<file path="config.mk">
export PLATFORM = sky130hd
export DESIGN_NAME = lru_key_value_cache_top
export DESIGN_NICKNAME = d
export VERILOG_FILES = /design/src/hdl/lkvc_pkg.sv /design/src/hdl/lkvc_cell.sv /design/src/hdl/lru_key_value_cache_top.sv
export SDC_FILE = /design/constraint.sdc
export NUM_CORES = 2
export LEC_CHECK = 0
export BUFFER_PORTS_ARGS = -buffer_cell sky130_fd_sc_hd__buf_2
export CORE_MARGIN = 8
export CORE_UTILIZATION = 25
export DETAILED_ROUTE_END_ITERATION = 16
export RECOVER_POWER = 100
export SETUP_SLACK_MARGIN = 0.2
export SYNTH_ARGS = -nofsm -noshare
export SYNTH_HDL_FRONTEND = slang
export SYNTH_HIERARCHICAL = 1
export SYNTH_SLANG_ARGS = --single-unit
</file>
<file path="constraint.sdc">
create_clock -name clk -period 10.7 [get_ports clk]
set_clock_uncertainty 0.2 [all_clocks]
set_input_delay 1.605 -clock clk [delete_from_list [all_inputs] [get_ports clk]]
set_output_delay 1.605 -clock clk [all_outputs]
set_load 0.005 [all_outputs]
</file>
<file path="src/hdl/lkvc_pkg.sv">
// Shared types and constants for the LRU key-value cache.
package lkvc_pkg;

	localparam int KEY_W = 16;
	localparam int VAL_W = 16;
	localparam int AGE_W = 32;
	localparam int CAP_CFG_W = 5;
	localparam int RES_W = 17;

	localparam logic CMD_GET = 1'b0;
	localparam logic CMD_PUT = 1'b1;

	localparam logic [CAP_CFG_W-1:0] CAP_RESET = 5'd16;
	localparam logic [RES_W-1:0] MISS_VALUE = 17'h1FFFF;

	typedef struct packed {
		logic             cmd;
		logic [KEY_W-1:0] key;
		logic             found;
		logic [VAL_W-1:0] rd_val;
		logic             match;
		logic [AGE_W-1:0] oldest_age;
	} lkvc_tok_t;

	typedef struct packed {
		logic [KEY_W-1:0] key;
		logic [VAL_W-1:0] val;
	} lkvc_wr_t;

endpackage

</file>
<file path="src/hdl/lkvc_cell.sv">
// One cache entry cell: holds key, value and age, and processes the passing lookup token.
module lkvc_cell #(
	parameter int IDX = 0,
	parameter int IW  = 4
) (
	input  logic                clk,
	input  logic                arst_n,
	input  logic                filled,
	input  logic                tok_vld_in,
	input  lkvc_pkg::lkvc_tok_t tok_in,
	input  logic [IW-1:0]       midx_in,
	input  logic [IW-1:0]       oidx_in,
	output logic                tok_vld_out,
	output lkvc_pkg::lkvc_tok_t tok_out,
	output logic [IW-1:0]       midx_out,
	output logic [IW-1:0]       oidx_out,
	input  logic                wr_en,
	input  lkvc_pkg::lkvc_wr_t  wr
);
	import lkvc_pkg::*;

	logic [KEY_W-1:0] key_q;
	logic [VAL_W-1:0] val_q;
	logic [AGE_W-1:0] age_q;
	logic [AGE_W-1:0] age_inc;
	logic             hit;
	logic             active;
	lkvc_tok_t        tok_nx;
	logic [IW-1:0]    midx_nx;
	logic [IW-1:0]    oidx_nx;

	assign age_inc = (&age_q) ? age_q : age_q + AGE_W'(1);
	assign hit     = (key_q == tok_in.key);
	assign active  = tok_vld_in && filled;

	always_comb begin
		tok_nx  = tok_in;
		midx_nx = midx_in;
		oidx_nx = oidx_in;
		if (active) begin
			if (tok_in.cmd == CMD_GET) begin
				if (hit) begin
					tok_nx.found  = 1'b1;
					tok_nx.rd_val = val_q;
				end
			end else begin
				if (!tok_in.match && hit) begin
					tok_nx.match = 1'b1;
					midx_nx      = IW'(IDX);
				end
				if (age_inc > tok_in.oldest_age) begin
					tok_nx.oldest_age = age_inc;
					oidx_nx           = IW'(IDX);
				end
			end
		end
	end

	always_ff @(posedge clk) begin
		if (wr_en) begin
			key_q <= wr.key;
			val_q <= wr.val;
			age_q <= '0;
		end else if (active) begin
			age_q <= (tok_in.cmd == CMD_GET && hit) ? '0 : age_inc;
		end
	end

	always_ff @(posedge clk) begin
		tok_out  <= tok_nx;
		midx_out <= midx_nx;
		oidx_out <= oidx_nx;
	end

	always_ff @(posedge clk or negedge arst_n) begin
		if (!arst_n) begin
			tok_vld_out <= 1'b0;
		end else begin
			tok_vld_out <= tok_vld_in;
		end
	end

endmodule

</file>
<file path="src/hdl/lru_key_value_cache_top.sv">
// Top level of the LRU key-value cache: request stream, cell chain and result register.
//
// Requests arrive on the s_ stream: tuser carries the command (get or put), tdata the
// key and the value. A get yields one transaction on the m_ stream: tdata holds the
// value found, or all ones in bits [16:0] on a miss; tuser holds the hit flag. A put
// yields nothing. Each accepted request launches a token that walks the row of
// CAPACITY entry cells, one cell per cycle; every filled cell compares its key, ages
// itself (a get hit resets its age) and updates the token's hit fields and, on a put,
// its oldest-entry fields. A put ends when its token leaves the last cell and the
// cache is updated; a get ends when its result is loaded into the output register,
// which raises m_tvalid. No new request is taken before then.
// One request is in flight at a time. The result register decouples the output:
// a new request is taken while a result still waits. If the receiver stalls and a
// second get result is ready, the block holds it and takes no request until the
// output register frees. capacity_in_use must be written through cfg_we/cfg_wdata
// only while idle; the block does not enforce this. Reset empties the cache, sets
// capacity_in_use to 16 and drops any pending result; no clearing pass is needed.
module lru_key_value_cache_top #(
	parameter int CAPACITY = 16
) (
	input  logic        clk,
	input  logic        arst_n,
	input  logic        s_tvalid,
	output logic        s_tready,
	input  logic [31:0] s_tdata,   // key_in[15:0], value_in[31:16]
	input  logic [0:0]  s_tuser,   // cmd[0]
	output logic        m_tvalid,
	input  logic        m_tready,
	output logic [23:0] m_tdata,   // read_value[16:0], zero[23:17]
	output logic [0:0]  m_tuser,   // hit[0]
	input  logic        cfg_we,
	input  logic [4:0]  cfg_wdata
);
	import lkvc_pkg::*;

	localparam int IW = (CAPACITY > 1) ? $clog2(CAPACITY) : 1;
	localparam int UW = $clog2(CAPACITY + 1);
	localparam int CW = (UW > CAP_CFG_W) ? UW : CAP_CFG_W;

	typedef enum logic [2:0] {
		ST_IDLE  = 3'b001,
		ST_SWEEP = 3'b010,
		ST_OUT   = 3'b100
	} state_t;

	state_t               state_q;
	logic [CAP_CFG_W-1:0] cap_q;
	logic [UW-1:0]        used_q;
	logic [VAL_W-1:0]     put_val_q;
	logic                 res_found_q;
	logic [VAL_W-1:0]     res_val_q;
	logic                 m_tvalid_q;
	logic [RES_W-1:0]     m_data_q;
	logic                 m_hit_q;

	lkvc_tok_t            tok [CAPACITY+1];
	logic [CAPACITY:0]    tok_vld;
	logic [IW-1:0]        midx [CAPACITY+1];
	logic [IW-1:0]        oidx [CAPACITY+1];
	logic [CAPACITY-1:0]  filled;
	logic [CAPACITY-1:0]  wr_en;
	lkvc_wr_t             wr;

	logic                 accept;
	logic                 done;
	logic                 put_done;
	logic                 out_free;
	logic [CW-1:0]        cap_ext;
	logic [CW-1:0]        eff_cap;
	logic                 has_room;
	logic [IW-1:0]        target;

	assign s_tready = (state_q == ST_IDLE);
	assign accept   = s_tvalid && s_tready;
	assign done     = (state_q == ST_SWEEP) && tok_vld[CAPACITY];
	assign put_done = done && (tok[CAPACITY].cmd == CMD_PUT);
	assign out_free = !m_tvalid_q || m_tready;

	assign cap_ext  = CW'(cap_q);
	assign eff_cap  = (cap_ext == '0) ? CW'(1) :
	                  ((cap_ext > CW'(CAPACITY)) ? CW'(CAPACITY) : cap_ext);
	assign has_room = (CW'(used_q) < eff_cap);

	always_comb begin
		if (tok[CAPACITY].match) begin
			target = midx[CAPACITY];
		end else if (has_room) begin
			target = IW'(used_q);
		end else begin
			target = oidx[CAPACITY];
		end
	end

	assign wr.key = tok[CAPACITY].key;
	assign wr.val = put_val_q;

	// inject token at cell 0
	always_ff @(posedge clk) begin
		if (accept) begin
			tok[0].cmd        <= s_tuser[0];
			tok[0].key        <= s_tdata[15:0];
			tok[0].found      <= 1'b0;
			tok[0].rd_val     <= '0;
			tok[0].match      <= 1'b0;
			tok[0].oldest_age <= '0;
			midx[0]           <= '0;
			oidx[0]           <= '0;
			put_val_q         <= s_tdata[31:16];
		end
	end

	always_ff @(posedge clk or negedge arst_n) begin
		if (!arst_n) begin
			tok_vld[0] <= 1'b0;
		end else begin
			tok_vld[0] <= accept;
		end
	end

	for (genvar i = 0; i < CAPACITY; i++) begin : g_cell
		assign filled[i] = (UW'(i) < used_q);
		assign wr_en[i]  = put_done && (target == IW'(i));

		lkvc_cell #(
			.IDX (i),
			.IW  (IW)
		) u_cell (
			.clk         (clk),
			.arst_n      (arst_n),
			.filled      (filled[i]),
			.tok_vld_in  (tok_vld[i]),
			.tok_in      (tok[i]),
			.midx_in     (midx[i]),
			.oidx_in     (oidx[i]),
			.tok_vld_out (tok_vld[i+1]),
			.tok_out     (tok[i+1]),
			.midx_out    (midx[i+1]),
			.oidx_out    (oidx[i+1]),
			.wr_en       (wr_en[i]),
			.wr          (wr)
		);
	end

	always_ff @(posedge clk or negedge arst_n) begin
		if (!arst_n) begin
			state_q <= ST_IDLE;
			used_q  <= '0;
		end else begin
			unique case (state_q)
				ST_IDLE: begin
					if (accept) begin
						state_q <= ST_SWEEP;
					end
				end
				ST_SWEEP: begin
					if (done) begin
						if (tok[CAPACITY].cmd == CMD_PUT) begin
							if (!tok[CAPACITY].match && has_room) begin
								used_q <= used_q + UW'(1);
							end
							state_q <= ST_IDLE;
						end else begin
							state_q <= ST_OUT;
						end
					end
				end
				ST_OUT: begin
					if (out_free) begin
						state_q <= ST_IDLE;
					end
				end
				default: begin
					state_q <= ST_IDLE;
				end
			endcase
		end
	end

	always_ff @(posedge clk) begin
		if (done) begin
			res_found_q <= tok[CAPACITY].found;
			res_val_q   <= tok[CAPACITY].rd_val;
		end
	end

	always_ff @(posedge clk or negedge arst_n) begin
		if (!arst_n) begin
			cap_q <= CAP_RESET;
		end else if (cfg_we) begin
			cap_q <= cfg_wdata;
		end
	end

	always_ff @(posedge clk or negedge arst_n) begin
		if (!arst_n) begin
			m_tvalid_q <= 1'b0;
		end else if (state_q == ST_OUT && out_free) begin
			m_tvalid_q <= 1'b1;
		end else if (m_tready) begin
			m_tvalid_q <= 1'b0;
		end
	end

	always_ff @(posedge clk) begin
		if (state_q == ST_OUT && out_free) begin
			m_data_q <= res_found_q ? {1'b0, res_val_q} : MISS_VALUE;
			m_hit_q  <= res_found_q;
		end
	end

	assign m_tvalid   = m_tvalid_q;
	assign m_tdata    = {7'd0, m_data_q};
	assign m_tuser[0] = m_hit_q;

endmodule

</file>
=== Word-level counts from Yosys, hierarchy flattened ===
Index checks and enable logic that the tools add are counted.

* Output and inout port bits: 27
* Input port bits: 43
* Register bits: 2283
* Word-level logic and storage cells: 642

* Reductions and logical operators: 112
* $lt $le $gt $ge: 34
* Equal/unequal tests: 37
* Add/subtract/negate cells: 17
* Bitwise gates (word level): 18
* Multiplexer cells: 222

{| class="wikitable"
|+ Operator list
! cell !! count
|-
| 32-bit two-way mux || 47
|-
| 50-bit two-way mux || 15
|-
| 17-bit two-way mux || 32
|-
| 32-bit by 1-bit adder with 32-bit output, second input constant || 16
|-
| 32-bit AND reduction || 16
|-
| 33-bit two-way mux || 15
|-
| 32-bit > comparator || 15
|-
| 4-bit two-way mux || 86
|-
| 16-bit == test || 16
|-
| 1-bit logical AND || 68
|-
| 4-bit by 5-bit less-than comparator with 1-bit output, first input constant || 8
|-
| 4-bit == test, second input constant || 8
|-
| 32-bit by 1-bit > comparator with 1-bit output, second input constant || 1
|-
| 3-bit by 5-bit less-than comparator with 1-bit output, first input constant || 4
|-
| 1-bit two-way mux || 20
|-
| 1-bit NOT || 18
|-
| 1-bit zero test || 17
|-
| 4-bit by 3-bit == test with 1-bit output, second input constant || 4
|-
| 3-bit two-way mux || 4
|-
| 1-bit by 5-bit less-than comparator with 1-bit output, first input constant || 2
|-
| 2-bit by 5-bit less-than comparator with 1-bit output, first input constant || 2
|-
| 5-bit two-way mux || 2
|-
| 3-bit one-hot mux with 3 select lines || 1
|-
| 4-bit by 2-bit == test with 1-bit output, second input constant || 2
|-
| 18 further kinds || 21
|}

=== Depth between registers and ports, before layout ===
* Depth after elaboration: 8
* Depth in mapped cells: 17
* Mapped depth without buffers: 14

=== By module ===
The synthesis kept the hierarchy.

{| class="wikitable"
|+ By module, submodules not included
! module !! area each (µm²) !! times used !! seq. area each (µm²) !! cells each
|-
| lkvc_cell at g_cell[11].u_cell ... || 6349.8 || 4 || 3128.0 || 590
|-
| lkvc_cell at g_cell[12].u_cell ... || 6337.3 || 4 || 3128.0 || 590
|-
| lkvc_cell at g_cell[2].u_cell ... || 6351.1 || 3 || 3128.0 || 590
|-
| lkvc_cell at g_cell[0].u_cell || 6317.3 || 1 || 3128.0 || 563
|-
| lkvc_cell at g_cell[6].u_cell || 6316.1 || 1 || 3128.0 || 563
|-
| lkvc_cell at g_cell[15].u_cell || 6306.0 || 1 || 3128.0 || 563
|-
| lkvc_cell at g_cell[1].u_cell || 6267.3 || 1 || 3128.0 || 567
|-
| lkvc_cell at g_cell[10].u_cell || 6256.0 || 1 || 3128.0 || 559
|-
| lru_key_value_cache_top || 3450.8 || 1 || 2419.8 || 238
|}

=== Least setup slack after synthesis ===
OpenSTA, ideal clock, no wires.

* Path kind: reg-to-reg
* From: register state_q[2]
* To: register g_cell[9].u_cell.age_q[21]
* Path slack: 2.583 ns
* Arrival: 7.789 ns
* Stages on the path, launching flop included: 10
* Setup time: 0.128 ns
* Period minus slack after synthesis: 8.117 ns
* Data required time: 10.372 ns
* Buffers on the path: 2
* Cell sequence: dfrtp_1 > nor4bb_1 > nand2_1 > a21oi_1 > nor4b_1 > a211oi_1 > clkbuf_1 > buf_1 > a22oi_1 > o31ai_1

* Longest elaborated chain between the ends: 4

{| class="wikitable"
|+ RTL lines
! element !! RTL line !! RTL
|-
| from (decl) || lru_key_value_cache_top.sv:46 || <nowiki>state_t state_q;</nowiki>
|-
| from (signal assigned) || lru_key_value_cache_top.sv:146 || <nowiki>state_q <= ST_IDLE;</nowiki>
|-
| from (signal assigned) || lru_key_value_cache_top.sv:152 || <nowiki>state_q <= ST_SWEEP;</nowiki>
|-
| from (signal assigned) || lru_key_value_cache_top.sv:161 || <nowiki>state_q <= ST_IDLE;</nowiki>
|-
| 3-bit by 2-bit == test with 1-bit output || lru_key_value_cache_top.sv:75 || <nowiki>assign done = (state_q == ST_SWEEP) && tok_vld[CAPACITY];</nowiki>
|-
| 1-bit logical AND || lru_key_value_cache_top.sv:75 ||
|-
| net done || lru_key_value_cache_top.sv:65 || <nowiki>logic done;</nowiki>
|-
| 1-bit logical AND || lru_key_value_cache_top.sv:76 || <nowiki>assign put_done = done && (tok[CAPACITY].cmd == CMD_PUT);</nowiki>
|-
| 1-bit logical AND || lru_key_value_cache_top.sv:122 || <nowiki>assign wr_en[i] = put_done && (target == IW'(i));</nowiki>
|-
| net wr_en[9] || lru_key_value_cache_top.sv:61 || <nowiki>logic [CAPACITY-1:0] wr_en;</nowiki>
|-
| to (signal assigned) || lkvc_cell.sv:65 || <nowiki>age_q <= (tok_in.cmd == CMD_GET && hit) ? '0 : age_inc;</nowiki>
|-
| to (decl) || lkvc_cell.sv:24 || <nowiki>logic [AGE_W-1:0] age_q;</nowiki>
|}

The timed path passes the listed nets, and every way through them passes these cells.
A chain may end at the register's enable or synchronous reset.

==> results by group <==
Run status
  – Outcome: finished, violations left
  – Failing checks: capacitance limit, slew limit

Worst setup path
  – Setup CP Type: reg -> reg
  – CP startpoint kind: register
  – Reg2Reg Capture Point: g_cell[11].u_cell/tok_out[7]
  – Worst-path fanout max: 19
  – Nature of the critical path endpoint: register
  – FF-to-FF Start: g_cell[11].u_cell/age_q[0]
  – Reg2reg setup slack: about 3.1 ns
  – Worst r2r path cells: 14
  – Required time worst endpoint: between 10 and 15 ns
  – Crit path arrival time: 8.18 ns

Clocking
  – Post-CTS Setup Inserts: 0
  – CTS Sinks: 2291
  – TritonCTS clock tree: yes
  – Cts repair resizes: 0
  – Cts hold-fix bufs: 0
  – Clock-pin slew on the worst setup and hold paths: ~0.060 ns
  – H-Tree Depth: 4
  – Clk Latency, worst-skew pair: a little over 0.9 ns
  – Clk buf depth: 4
  – Clk root buf: clkbuf_16
  – CTS Buf Count: approximately 240

GRT
  – Number of global-route vias before repair: 67300
  – Grt total ovfl: 0
  – Largest net degree at the start of global routing: 47
  – Gr usage total: roughly an eighth
  – Initial antenna violation count: 8
  – First-pass GRT wire length: 409000 µm

Placement
  – DP HPWL: around 200000 µm
  – Post-DP Area: ~0.11 mm²
  – GPL Wtd Cong: 0.876
  – Input/output buffers: 62

Timing
  – Final setup viols: 0
  – Worst Tran Pin Value: between 3 and 4 ns
  – Crit path time final: 7.64 ns
  – Slew Limit Fails: roughly 1300
  – Relative slew slack: -148%
  – Setup TNS: 0 ns
  – Final Hold Viols: 0
  – Unrepaired setup endpoints after global routing: false
  – FMAX: ~130 MHz
  – Worst hold slack: ~0.13 ns
  – Final period utilization: a little under three quarters

Pwr
  – Internal Power: roughly 15 mW
  – Gate power share: 5.4%
  – Peak supply drop: approximately 0.14 mV
  – Sw frac: a little under a quarter
  – Psw: around 4.7 mW
  – Sequential power share: between 50 and 60%
  – Total power: 19.7 mW
  – Leakage: between 40 and 50 nW
  – Cell Pwr Density: between 150 and 200 mW/mm²
  – Clock Power Share: a little over two fifths

Logic synthesis
  – Netlist Area Pre-Place: roughly 0.10 mm²
  – Synth Instances: between 9000 and 10000
  – Yosys warns: 6
  – Syn_area_per_cell: 10.9 µm²

Die
  – Core Area: roughly 0.41 mm²
  – # rows: 236
  – Initial core utilization: 25.1%
  – Die span in x: approximately 660 µm
  – Die area: roughly 0.44 mm²
  – Die Y: 660 µm
  – I/O Pins: 70

Detailed routing
  – Drt wl/cell: around 18 µm
  – DRC Markers: 0
  – Initial drt markers: 5002
  – DRT antenna net count: 0
  – Vias post-DR: 70500
  – Drt first pass iters: 6
  – Post-Route WL: 269000 µm
  – Drt via density: ~4.6

Finish
  – Final nets: 10200
  – Final Util: approximately 29%
  – Filler cells: roughly 43000
  – Layout cell share with drive strength beyond 1: approximately a tenth
  – Area delta synth->final: 13.6%
  – Most frequent cells in the layout: dfxtp_1 (1680), inv_1 (664), edfxtp_1 (580)
  – Post-route cell area: 0.118 mm²
  – Most common cell after layout, fill and taps aside: dfxtp_1

Min path
  – Hold Path Sink: g_cell[4].u_cell/tok_out[60]
  – WHS Path Cells: 0
  – Hold Crit Start: g_cell[3].u_cell/tok_out[60]
  – Worst min path class: reg -> reg

Job
  – Max-cap violations: between 40 and 50
==> routing by layer <==
layer	track usage (%)	part of all wire, %	vias to the layer above
li1	-	-	34500
met3	1.44	4.3	393
met5	0	0.0045	-
met2	19.7	46	1578
met1	16.0	46	34000
met4	3.55	3.2	2
==> final cells by class <==
class | instances | area (µm²) | area share [%]
clock inverters | 122 | 1590 | 1.35
multi-input cells | 6277 | 47800 | 40.5
diodes | 8 | 20.0 | 0.0170
flip-flops and latches | 2291 | 51800 | 44.0
well taps | 5474 | 6850 | 5.81
clock buffers | 320 | 6610 | 5.61
repair buffers | 145 | 662 | 0.562
inverters | 664 | 2490 | 2.12
==> state kept, by name, summed over array words and instances, names as in the netlist, 17 cells and up <==
register	cells
tok	17
g_cell.u_cell/tok_out	1040
g_cell.u_cell/val_q	256
g_cell.u_cell/key_q	256
g_cell.u_cell/oidx_out	64
g_cell.u_cell/age_q	512
m_data_q	17
g_cell.u_cell/midx_out	64
==> critical path, stage by stage, from the launching register on <==
cell	delay (ns)
dfxtp_1	0.43
ha_1	0.24
and2_0	0.37
nand4_1	0.24
o21ai_0	1.07
nor2_1	0.15
xor2_1	0.31
ha_1	0.32
nand4_1	0.16
or3_1	0.22
a21oi_1	0.06
or4_1	0.48
o21ai_0	2.30
buf_4	0.57
mux2_2	0.38
==> stage by stage <==
stage	worst slack, ns	cells
2_1_floorplan	2.58	9573
3_3_place_gp	5.24	14900
3_5_place_dp	5.29	14900
4_1_cts	5.20	15300
5_1_grt	2.62	15300
6_report	3.06	15300
==> power groups by stage <==
stage	clock [mW]	combinational [mW]	sequential [mW]
CTS	8.82	1.09	10.0
floorplan	0	0.799	9.92
global placement	0	1.06	10.2
finish	8.61	1.06	10.0
global route	9.15	1.19	10.1
detailed placement	0	1.08	10.2
==> how the worst max path moves through the flow <==
stage | slack (ns) | endpoint | cells after the start | from
floorplan | 2.58 | g_cell[9].u_cell/age_q[21] | 9 | state_q[2]
global placement | 5.24 | g_cell[6].u_cell/tok_out[25] | 11 | g_cell[6].u_cell/age_q[0]
detailed placement | 5.29 | g_cell[6].u_cell/tok_out[9] | 11 | g_cell[6].u_cell/age_q[0]
CTS | 5.20 | g_cell[6].u_cell/tok_out[10] | 11 | g_cell[6].u_cell/age_q[0]
global route | 2.62 | g_cell[1].u_cell/tok_out[0] | 13 | g_cell[1].u_cell/age_q[0]
finish | 3.06 | g_cell[11].u_cell/tok_out[7] | 14 | g_cell[11].u_cell/age_q[0]
No activity file was read; power rests on OpenSTA's default activity.
